`src/design/bced_pkg.sv`:
```
package bced_pkg;

  localparam logic [2:0] EV_NONE   = 3'd0;
  localparam logic [2:0] EV_DOWN   = 3'd1;
  localparam logic [2:0] EV_UP     = 3'd2;
  localparam logic [2:0] EV_SINGLE = 3'd3;
  localparam logic [2:0] EV_DOUBLE = 3'd4;
  localparam logic [2:0] EV_REPEAT = 3'd5;
  localparam logic [2:0] EV_LSTART = 3'd6;
  localparam logic [2:0] EV_LHOLD  = 3'd7;

  localparam logic [2:0] ST_IDLE  = 3'd0;
  localparam logic [2:0] ST_HELD  = 3'd1;
  localparam logic [2:0] ST_WAIT  = 3'd2;
  localparam logic [2:0] ST_AGAIN = 3'd3;
  localparam logic [2:0] ST_LONG  = 3'd5;

  localparam logic [1:0] REG_KEY_MASK  = 2'd0;
  localparam logic [1:0] REG_DEBOUNCE  = 2'd1;
  localparam logic [1:0] REG_SHORT     = 2'd2;
  localparam logic [1:0] REG_LONG      = 2'd3;

  localparam int unsigned MaxEvents = 3;

  typedef struct packed {
    logic [7:0]  key_mask;
    logic [3:0]  bounce_lim;
    logic [15:0] short_lim;
    logic [15:0] long_lim;
  } cfg_t;

  typedef struct packed {
    logic [2:0]  machine_state;
    logic [15:0] tick_count;
    logic [3:0]  debounce_count;
    logic        stable_level;
    logic [7:0]  press_tally;
    logic [2:0]  latched_event;
  } state_t;

  typedef struct packed {
    logic [MaxEvents-1:0][2:0] ev;
    logic [1:0]                num;
  } evlist_t;

endpackage

```
`src/design/bced_step.sv`:
```
module bced_step (
  input  bced_pkg::cfg_t    cfg_i,
  input  bced_pkg::state_t  state_i,
  input  logic [7:0]        port_sample_i,
  output bced_pkg::state_t  state_o,
  output bced_pkg::evlist_t events_o
);
  import bced_pkg::*;

  logic        raw;
  logic [15:0] tick1;
  logic [3:0]  dc1;
  logic        stable1;
  logic [3:0]  dc_next;
  logic [2:0]  ev0, ev1, ev2;
  logic [1:0]  n;
  logic [2:0]  latched;

  assign raw = |(port_sample_i & cfg_i.key_mask);
  assign tick1 = (state_i.machine_state != ST_IDLE && state_i.tick_count != 16'hFFFF) ?
                 state_i.tick_count + 16'd1 : state_i.tick_count;
  assign dc1 = state_i.debounce_count + 4'd1;

  // debounce
  always_comb begin
    stable1 = state_i.stable_level;
    dc_next = 4'd0;
    if (raw != state_i.stable_level) begin
      if (dc1 >= cfg_i.bounce_lim) begin
        stable1 = raw;
      end else begin
        dc_next = dc1;
      end
    end
  end

  always_comb begin
    state_o = state_i;
    state_o.tick_count = tick1;
    state_o.debounce_count = dc_next;
    state_o.stable_level = stable1;
    ev0 = EV_NONE;
    ev1 = EV_NONE;
    ev2 = EV_NONE;
    n = 2'd0;
    latched = state_i.latched_event;
    case (state_i.machine_state)
      ST_IDLE: begin
        if (stable1) begin
          ev0 = EV_DOWN;
          n = 2'd1;
          state_o.tick_count = 16'd0;
          state_o.press_tally = 8'd1;
          state_o.machine_state = ST_HELD;
        end else begin
          latched = EV_NONE;
        end
      end
      ST_HELD: begin
        if (!stable1) begin
          ev0 = EV_UP;
          n = 2'd1;
          state_o.tick_count = 16'd0;
          state_o.machine_state = ST_WAIT;
        end else if (tick1 > cfg_i.long_lim) begin
          ev0 = EV_LSTART;
          n = 2'd1;
          state_o.machine_state = ST_LONG;
        end
      end
      ST_WAIT: begin
        if (stable1) begin
          ev0 = EV_DOWN;
          n = 2'd1;
          if (state_i.press_tally != 8'hFF) begin
            state_o.press_tally = state_i.press_tally + 8'd1;
          end
          state_o.tick_count = 16'd0;
          state_o.machine_state = ST_AGAIN;
        end else if (tick1 > cfg_i.short_lim) begin
          state_o.machine_state = ST_IDLE;
          if (state_i.press_tally == 8'd1) begin
            ev0 = EV_SINGLE;
            n = 2'd1;
          end else if (state_i.press_tally == 8'd2) begin
            ev0 = EV_DOUBLE;
            ev1 = EV_REPEAT;
            n = 2'd2;
          end else if (state_i.press_tally > 8'd2) begin
            ev0 = EV_REPEAT;
            n = 2'd1;
          end
        end
      end
      ST_AGAIN: begin
        if (!stable1) begin
          ev0 = EV_UP;
          n = 2'd1;
          if (tick1 < cfg_i.short_lim) begin
            state_o.tick_count = 16'd0;
            state_o.machine_state = ST_WAIT;
          end else begin
            state_o.machine_state = ST_IDLE;
            if (state_i.press_tally == 8'd2) begin
              ev1 = EV_DOUBLE;
              ev2 = EV_REPEAT;
              n = 2'd3;
            end else if (state_i.press_tally > 8'd2) begin
              ev1 = EV_REPEAT;
              n = 2'd2;
            end
          end
        end
      end
      ST_LONG: begin
        n = 2'd1;
        if (stable1) begin
          ev0 = EV_LHOLD;
        end else begin
          ev0 = EV_UP;
          state_o.machine_state = ST_IDLE;
        end
      end
      default: begin
      end
    endcase

    case (n)
      2'd1:    latched = ev0;
      2'd2:    latched = ev1;
      2'd3:    latched = ev2;
      default: begin
      end
    endcase
    state_o.latched_event = latched;

    events_o.ev[0] = ev0;
    events_o.ev[1] = ev1;
    events_o.ev[2] = ev2;
    events_o.num = (n == 2'd0) ? 2'd1 : n;
  end

endmodule

```
`src/design/button_click_event_detector.sv`:
```
// Button click event detector.
// Input channel: one word per periodic tick (port_sample_i), with in_valid_i
// and in_stall_o. Output channel: one to three words per tick (event_code_o,
// held_event_o, press_count_o, last_of_tick_o), with out_valid_o and
// out_stall_i; last_of_tick_o marks the final word of a tick.
// Configuration: cfg_valid_i/cfg_ready_o with cfg_index_i and cfg_data_i;
// cfg_ready_o is always high, write only while the block is idle.
// An accepted tick waits in the input register until the result buffer is free.
// A tick occupies the output buffer until its last word is taken, of one to
// three words; the input register takes the next tick meanwhile,
// and it is loaded in the cycle the last word of the previous tick leaves.
// Stall on the output holds the current word and backs up into in_stall_o.
// Reset restores the register defaults (mask 1, debounce 3, short 60,
// long 200), idle state, released level and clears both channels.
module button_click_event_detector (
  input  logic        clk_i,
  input  logic        rst_ni,
  input  logic        in_valid_i,
  output logic        in_stall_o,
  input  logic [7:0]  port_sample_i,
  output logic        out_valid_o,
  input  logic        out_stall_i,
  output logic [2:0]  event_code_o,
  output logic [2:0]  held_event_o,
  output logic [7:0]  press_count_o,
  output logic        last_of_tick_o,
  input  logic        cfg_valid_i,
  output logic        cfg_ready_o,
  input  logic [1:0]  cfg_index_i,
  input  logic [15:0] cfg_data_i
);
  import bced_pkg::*;

  cfg_t    cfg_q;
  state_t  state_q, state_d;
  evlist_t events;

  logic       in_valid_q;
  logic [7:0] sample_q;

  logic                      out_valid_q;
  logic [MaxEvents-1:0][2:0] ev_q;
  logic [1:0]                num_q;
  logic [1:0]                idx_q;
  logic [2:0]                held_q;
  logic [7:0]                press_q;

  logic is_last, take, buf_free, load;

  assign cfg_ready_o = 1'b1;

  always_ff @(posedge clk_i or negedge rst_ni) begin
    if (!rst_ni) begin
      cfg_q.key_mask   <= 8'd1;
      cfg_q.bounce_lim <= 4'd3;
      cfg_q.short_lim  <= 16'd60;
      cfg_q.long_lim   <= 16'd200;
    end else if (cfg_valid_i && cfg_ready_o) begin
      case (cfg_index_i)
        REG_KEY_MASK: cfg_q.key_mask   <= cfg_data_i[7:0];
        REG_DEBOUNCE: cfg_q.bounce_lim <= cfg_data_i[3:0];
        REG_SHORT:    cfg_q.short_lim  <= cfg_data_i;
        REG_LONG:     cfg_q.long_lim   <= cfg_data_i;
        default: begin
        end
      endcase
    end
  end

  assign is_last  = (idx_q == num_q - 2'd1);
  assign take     = out_valid_q && !out_stall_i;
  assign buf_free = !out_valid_q || (take && is_last);
  assign load     = in_valid_q && buf_free;

  assign in_stall_o = in_valid_q && !buf_free;

  // input register
  always_ff @(posedge clk_i or negedge rst_ni) begin
    if (!rst_ni) begin
      in_valid_q <= 1'b0;
    end else if (in_valid_i && !in_stall_o) begin
      in_valid_q <= 1'b1;
    end else if (load) begin
      in_valid_q <= 1'b0;
    end
  end

  always_ff @(posedge clk_i) begin
    if (in_valid_i && !in_stall_o) begin
      sample_q <= port_sample_i;
    end
  end

  bced_step u_step (
    .cfg_i         (cfg_q),
    .state_i       (state_q),
    .port_sample_i (sample_q),
    .state_o       (state_d),
    .events_o      (events)
  );

  always_ff @(posedge clk_i or negedge rst_ni) begin
    if (!rst_ni) begin
      state_q.machine_state  <= ST_IDLE;
      state_q.tick_count     <= 16'd0;
      state_q.debounce_count <= 4'd0;
      state_q.stable_level   <= 1'b0;
      state_q.press_tally    <= 8'd0;
      state_q.latched_event  <= EV_NONE;
    end else if (load) begin
      state_q <= state_d;
    end
  end

  // result buffer
  always_ff @(posedge clk_i or negedge rst_ni) begin
    if (!rst_ni) begin
      out_valid_q <= 1'b0;
      idx_q       <= 2'd0;
      num_q       <= 2'd1;
    end else if (load) begin
      out_valid_q <= 1'b1;
      idx_q       <= 2'd0;
      num_q       <= events.num;
    end else if (take) begin
      if (is_last) begin
        out_valid_q <= 1'b0;
      end else begin
        idx_q <= idx_q + 2'd1;
      end
    end
  end

  always_ff @(posedge clk_i) begin
    if (load) begin
      ev_q    <= events.ev;
      held_q  <= state_d.latched_event;
      press_q <= state_d.press_tally;
    end
  end

  assign out_valid_o    = out_valid_q;
  assign event_code_o   = ev_q[idx_q];
  assign held_event_o   = held_q;
  assign press_count_o  = press_q;
  assign last_of_tick_o = is_last;

`ifndef ASSERT_OFF
  a_index_in_range: assert property (@(posedge clk_i) disable iff (!rst_ni)
    out_valid_q |-> (num_q != 2'd0 && idx_q < num_q))
    else $error("word index beyond the tick's word count");

  a_load_starts_tick: assert property (@(posedge clk_i) disable iff (!rst_ni)
    load |=> (out_valid_q && idx_q == 2'd0))
    else $error("new tick did not start at its first word");

  a_hold_mid_tick: assert property (@(posedge clk_i) disable iff (!rst_ni)
    (out_valid_q && !is_last && in_valid_q) |-> in_stall_o)
    else $error("input taken while a tick is still draining");

  a_state_stable: assert property (@(posedge clk_i) disable iff (!rst_ni)
    !load |=> $stable(state_q))
    else $error("detector state changed without a tick");
`endif

endmodule
```
`config.mk`:
```
export PLATFORM = sky130hd
export DESIGN_NAME = button_click_event_detector
export DESIGN_NICKNAME = d
export VERILOG_FILES = /design/src/design/bced_pkg.sv /design/src/design/bced_step.sv /design/src/design/button_click_event_detector.sv
export SDC_FILE = /design/constraint.sdc
export NUM_CORES = 1
export LEC_CHECK = 0
export ABC_AREA = 1
export BUFFER_PORTS_ARGS = -buffer_cell sky130_fd_sc_hd__buf_2
export CAP_MARGIN = 20
export CORE_MARGIN = 1
export CORE_UTILIZATION = 55
export DETAILED_ROUTE_END_ITERATION = 7
export PLACE_DENSITY = 0.74
export REMOVE_ABC_BUFFERS = 1
export SKIP_CTS_REPAIR_TIMING = 1
export SLEW_MARGIN = 40
export SYNTH_ARGS = -nofsm -noshare
export SYNTH_HDL_FRONTEND = slang
export SYNTH_HIERARCHICAL = 1
export SYNTH_SLANG_ARGS = --single-unit
```
`constraint.sdc`:
```
create_clock -name clk_i -period 3.65 [get_ports clk_i]
set_input_delay 0.1825 -clock clk_i [delete_from_list [all_inputs] [get_ports clk_i]]
set_output_delay 0.1825 -clock clk_i [all_outputs]
set_load 0.02 [all_outputs]
```
==> summary.md, run 1 <==
| Metric | Value |
|---|---|
| Run status | `finished, final reports clean` |
| Hold Vio Cnt, Final | `0` |
| Reg2reg start | `state_q[16]` |
| Crit share post-route | `94.74%` |
| Non-filler instance count after layout | `1,062` |
| Crit path max-delay cell type | `dfrtp_1` |
| CTS tree | `done` |
| Hold WC Path Type | `primary input to flip-flop` |
| Reg clk slew, reported paths | `50 ps` |
| Max-Cap Viols | `0` |
| Port bufs | `47` |
| Row count | `40` |
| Syn avg cell area | `about 8.0 µm²` |
| Number of detailed-route iterations in the first pass | `4` |
| Placer Congestion | `0.8461` |
| # IOs | `49` |
| Core region area | `~0.012 mm²` |
| Crit path DAT | `approximately 3800 ps` |
| Leakage | `4.051 nW` |
| Footprint of the multi-input gates | `~0.0032 mm²` |
| CP startpoint | `state_q[16]` |
| Clock Skew | `approximately 11 ps` |
| Drt wl/cell | `roughly 14 µm` |
| Latest clock arrival within the worst-skew pair | `420 ps` |
| Post-synthesis compound-gate area fraction | `10.43%` |
| Cts bufs inserted | `17` |
| Warnings from Yosys | `6` |
| Xor and xnor fraction of the mapped netlist area | `approximately 2.2%` |
| Setup crit end kind | `flip-flop` |
| Register area | `0.002982 mm²` |
| CTS H-tree depth | `4` |
| Iteration-0 DRC Markers | `between 300 and 400` |
| Post-synth EDFFs | `28` |
| Most used cell, CP | `nand2_1` |
| Fin crit period | `between 3000 and 4000 ps` |
| Post-synth top flop | `dfrtp_1` |
| Post-synthesis mux area share | `0%` |
| FFs w/ async S/R, synth | `75.22%` |
| Final WS setup | `192.0 ps` |
| Cell taking the most area after synthesis | `dfrtp_1` |
| Post-synthesis sequential area ratio | `44.29%` |
| Ant. Diodes | `0` |
| Post-layout nets | `974` |
| Cell variety after synth | `50` |
| Share of the synthesized area in the top cell type | `27.51%` |
| Setup violations, final | `0` |
| Die H | `112.6 µm` |
| Fin util | `66.14%` |
| Clk buf depth | `2` |
| Vias | `5,548` |
| Slew @ Worst Pin | `approximately 750 ps` |
| Power, Total | `6.209 mW` |
| Synth top area cells | `dfrtp_1 (28%), nand2_1 (13%), edfxtp_1 (12%)` |
| Fill count | `a little over 1,000` |
| Pre-CTS setup slack | `approximately 200 ps` |
| Root Driver | `clkbuf_16` |
| Die area | `0.01269 mm²` |
| Crit path max fanout | `10` |
| Initial antenna violation count | `0` |
| Hold_sp | `cfg_data_i[14]` |
| Largest family of logic cells by synthesized area | `simple AND/OR/NAND/NOR gates` |
| Syn Inst Count | `838` |
| Cell Area, Synth | `between 0.006 and 0.007 mm²` |
| Initial Util | `56.28%` |
| Yosys reg bits | `113` |
| Delay of the slowest cell on the worst path | `between 400 and 500 ps` |
| TNS Setup | `0 ps` |
| Final wirelength | `around 14,000 µm` |
| Clock sinks | `approximately 110` |
| VDD IR max | `0.4886 mV` |
| GR Overflow Total | `0` |
| Vias in the first global route | `5,296` |
| CP startpoint kind | `flip-flop` |
| Commonest cells after routing, fill and taps aside | `nand2_1 (230), inv_1 (114), dfrtp_1 (74), o21ai_0 (63), nand3_1 (62)` |
| Power density over cell area | `784.8 mW/mm²` |
| Worst path buffer plus inverter count | `3` |
| Setup CP Type | `flip-flop to flip-flop` |
| Antenna-violating nets left | `0` |
| Via-to-Cell Ratio | `5.224` |
| Worst slew margin | `49.49%` |
| Tot GR Track Use | `24.44%` |
| Final Slew Violations | `0` |
| Top delay family on crit path | `simple AND/OR/NAND/NOR gates` |
| WP data required | `3950 ps` |
| Most common cell after layout, fill and taps aside | `nand2_1` |
| Post-Synth Simple-Gate Area | `26.17%` |
| Width of the die | `112.6 µm` |
| Fraction of layout cells with a size suffix above 1 | `between 10% and 20%` |
| P&R area growth vs syn | `17.53%` |
| # DRC | `0` |
| Placed Instances | `1,013` |
| Highest clock rate | `0.2892 GHz` |
| Adder-cell area share of the yosys netlist | `7.621%` |
| Wire length of the first global-routing pass | `24,180 µm` |
| Post-DP HPWL | `approximately 9800 µm` |
| Largest net degree at the start of global routing | `64` |
## cell usage after synthesis, drive strengths merged, types with 2 or more instances
cell    instances
a31o            2
a31oi           3
xnor2           7
nand3          67
and2            4
dfstp          11
o21a            4
clkbuf         11
xor2            9
buf            17
nor4            3
nand4          15
edfxtp         28
a21oi          41
dfrtp          74
o21ai          68
or2             2
nand2         241
inv           121
conb            2
ha             41
nor3            9
nor2           49
## metal layers
| layer | track usage (%) | routed length (µm) |
|---|---|---|
| met1 | 30.30 | 6571 |
| met2 | 40.66 | 6957 |
| met3 | 5.940 | 631 |
| met4 | 10.67 | 181 |
| met5 | 0 | 0 |
## path summary, 6_finish.rpt
check,to,slack (ps),depth (start not counted)
worst max-delay path,state_q[2],190,26
worst min-delay path,cfg_q[14],30,3
worst max register to register,state_q[2],190,26
worst min register to register,num_q[0],470,2
max in group asynchronous,cfg_q[32],2540,3
min in group asynchronous,idx_q[0],310,2
## tightest hold or removal path, delay by kind of cell
family | cells | cell delay (ps)
buffers and inverters | 2 | 140
AO/OA/AOI/OAI | 1 | 70
## power breakdown
part,switching (mW),internal [mW]
clock network,0.570,1.17
registers,0.207,1.65
logic,1.76,0.849
total,2.54,3.67
## kinds of logic after synthesis
group / count (synthesis)
simple gates: 392
buf+inv: 149
compound gates: 125
flops: 113
fa+ha+maj: 41
xor+xnor: 16
other cells: 2
## flip-flops by register name (all words and copies together), names as in the netlist
register,cells
cfg_q,44
ev_q,9
held_event_o,3
idx_q,2
in_valid_q,1
num_q,2
out_valid_o,1
press_count_o,8
sample_q,8
state_q,35
## cell type report
class | instances | share of cell area, %
clock inverter | 13 | 2.088
multi-input combinational | 577 | 40.52
inverter | 121 | 5.741
timing repair buffer | 72 | 5.899
sequential | 113 | 37.69
tap | 147 | 2.325
clock buffer | 19 | 5.741
## stage by stage
step                hold WS [ps]  area, µm²
floorplan                 -113.1       6571
global placement           335.7       7066
detailed placement         338.6       7076
CTS                       -115.5       7695
global route               37.48       7911
finish                     27.80       7911
No activity file was read; power rests on OpenSTA's default activity.
==> run 2: changes to the inputs <==
--- a/config.mk
+++ b/config.mk
@@ -9,9 +9,8 @@
 export BUFFER_PORTS_ARGS = -buffer_cell sky130_fd_sc_hd__buf_2
 export CAP_MARGIN = 20
 export CORE_MARGIN = 1
-export CORE_UTILIZATION = 55
+export CORE_UTILIZATION = 35
 export DETAILED_ROUTE_END_ITERATION = 7
-export PLACE_DENSITY = 0.74
 export REMOVE_ABC_BUFFERS = 1
 export SKIP_CTS_REPAIR_TIMING = 1
 export SLEW_MARGIN = 40
==> summary.md, run 2 (synthesized netlist as in run 1, its figures left out) <==
| Metric | Value |
|---|---|
| Run status | `finished, final reports clean` |
| Post-DP HPWL | `10,450 µm (+6.6%)` |
| Reg clk slew, reported paths | `50 ps (about the same)` |
| Initial Util | `35.87% (-20 points)` |
| # IOs | `49 (unchanged)` |
| Largest net degree at the start of global routing | `57 (-11%)` |
| Setup violations, final | `0 (unchanged)` |
| Commonest cells after routing, fill and taps aside | `nand2_1 (230), inv_1 (114), dfrtp_1 (72), o21ai_0 (64), nand3_1 (62)` |
| Placer Congestion | `0.8776 (+3.7%)` |
| Biggest regs | `cfg_q x44, state_q x35, ev_q x9` |
| Tot GR Track Use | `16.09% (-8.3 points)` |
| Clk buf depth | `2 (unchanged)` |
| Highest clock rate | `0.2950 GHz (+2.0%)` |
| Latest clock arrival within the worst-skew pair | `420 ps (about the same)` |
| Initial antenna violation count | `0 (unchanged)` |
| Wire length of the first global-routing pass | `25,160 µm (+4.1%)` |
| Core region area | `0.01877 mm² (+57%)` |
| Die area | `0.01979 mm² (+56%)` |
| Hold WC Path Type | `primary input to flip-flop` |
| Max reg flops | `44 (unchanged)` |
| Most common cell after layout, fill and taps aside | `nand2_1` |
| Top reg by flops | `cfg_q` |
| Vias in the first global route | `5,201 (-1.8%)` |
| Cells along the critical path | `ha_4 -> nand3_2 -> nor2_2 -> nand3b_1 -> nand2_4 -> nor3_2 -> a21oi_1 -> a31oi_2 -> ha_1 -> a21oi_1 -> nand2_1 -> a21oi_1 -> nand2_1 -> nand2_1 -> nand3_1 -> nor2_2 -> nand2_1 -> a21oi_1 -> nand2_1` |
| Cts bufs inserted | `17 (unchanged)` |
| # DRC | `0 (unchanged)` |
| Final wirelength | `14,870 µm (+3.7%)` |
| Final WS setup | `259.7 ps (+67.70 ps)` |
| Fraction of layout cells with a size suffix above 1 | `17.16% (+0.11 points)` |
| CTS H-tree depth | `4 (unchanged)` |
| Leakage | `4.030 nW (-0.51%)` |
| Crit share post-route | `92.89% (-1.9 points)` |
| Iteration-0 DRC Markers | `226 (-32%)` |
| Placed Instances | `1,101 (+8.7%)` |
| Number of detailed-route iterations in the first pass | `5 (+1)` |
| WP data required | `3810 ps (-140 ps)` |
| Fin crit period | `3390 ps (-67.70 ps)` |
| Ant. Diodes | `0 (unchanged)` |
| P&R area growth vs syn | `18.59%` |
| CTS tree | `done` |
| Width of the die | `140.7 µm (+25%)` |
| Non-filler instance count after layout | `1,149 (+8.2%)` |
| Drt wl/cell | `12.94 µm (-4.2%)` |
| Root Driver | `clkbuf_16` |
| Hold Vio Cnt, Final | `0 (unchanged)` |
| Post-layout nets | `974 (unchanged)` |
| Most used cell, CP | `nand2_1` |
| Crit path max-delay cell type | `dfrtp_1` |
| Crit path max fanout | `7 (-3)` |
| Setup CP Type | `flip-flop to flip-flop` |
| Worst slew margin | `51.80% (+2.3 points)` |
| Clock sinks | `113 (unchanged)` |
| Clock Skew | `10.58 ps (-0.1013 ps)` |
| Vias | `5,488 (-1.1%)` |
| Final Slew Violations | `0 (unchanged)` |
| Setup crit end kind | `flip-flop` |
| CP startpoint kind | `flip-flop` |
| Worst path buffer plus inverter count | `0 (-3)` |
| Pre-CTS setup slack | `59.17 ps (-140.8 ps)` |
| Via-to-Cell Ratio | `4.776 (-8.6%)` |
| Top delay family on crit path | `simple AND/OR/NAND/NOR gates` |
| Die H | `140.7 µm (+25%)` |
| Max-Cap Viols | `0 (unchanged)` |
| Row count | `50 (+25%)` |
| Fill count | `1,870 (+86%)` |
| Delay of the slowest cell on the worst path | `430 ps (about the same)` |
| Power density over cell area | `760.9 mW/mm² (-3.0%)` |
| Crit path DAT | `3550 ps (-210 ps)` |
| Slew @ Worst Pin | `718.6 ps (-34.49 ps)` |
| Antenna-violating nets left | `0 (unchanged)` |
| VDD IR max | `0.3367 mV (-31%)` |
| Port bufs | `47 (unchanged)` |
| GR Overflow Total | `0 (unchanged)` |
## run 2: cell count changes in the layout (fill, tap and decap cells not counted), sizes merged
cell	before	now
clkinv	10	7
bufinv	4	2
clkbuf	19	22
clkinvlp	0	2
## run 2: stage by stage
| stage | area [µm²] | util (%) | power, mW | setup TNS [ps] | hold WS, ps |
|---|---|---|---|---|---|
| after floorplan | 6571 | - | 3.627 | 0 | -113.1 |
| after global routing | 7983 | 42.53 | 6.564 | -257.4 | 22.49 |
| after global placement | 7169 | 38.20 | 4.364 | 0 | 308.1 |
| after CTS | 7756 | 41.33 | 6.046 | -0.3650 | -136.9 |
| final | 7983 | 42.53 | 6.074 | 0 | 25.19 |
| after detailed placement | 7179 | 38.25 | 4.390 | 0 | 308.5 |
## run 2: report_power, final
part | internal [mW] | total, mW | switching (mW)
Sequential | 1.65 | 1.84 | 0.186
Clock | 1.03 | 1.61 | 0.576
Combinational | 0.842 | 2.62 | 1.78
Total | 3.53 | 6.07 | 2.54
## run 2: metal layers
layer  wire length, µm  global-route usage (%)
met5                 0                       0
met4               333                   7.494
met3               499                   3.295
met2              6704                   25.11
met1              7330                   21.43
## run 2: path summary, 6_finish.rpt
check | from | endpoint | slack, ps | cells past startpoint
max | state_q[17] | held_event_o[2] | 260 | 19
min | cfg_data_i[6] | cfg_q[6] | 30 | 3
max reg2reg | state_q[17] | held_event_o[2] | 260 | 19
min reg2reg | state_q[1] | state_q[1] | 470 | 2
max in group asynchronous | rst_ni | cfg_q[20] | 2630 | 3
min in group asynchronous | rst_ni | cfg_q[30] | 250 | 2
## run 2: area by class of cell
cell class	instances	area, µm²	share of cell area [%]
Sequential cell	113	2984	37.38
Clock inverter	10	112.6	1.411
Multi-Input combinational cell	577	3209	40.20
Inverter	121	456.7	5.721
Tap cell	234	292.8	3.668
Clock buffer	22	464.2	5.815
Timing Repair Buffer	72	462.9	5.799
## run 2: worst register-to-register path: cells and delay by family (launching register included)
kind,cells,cell delay (ps)
AND/OR/NAND/NOR,12,1350
AO/OA/AOI/OAI,5,870
adder cells (fa/ha/maj),2,490
flip-flops,1,430
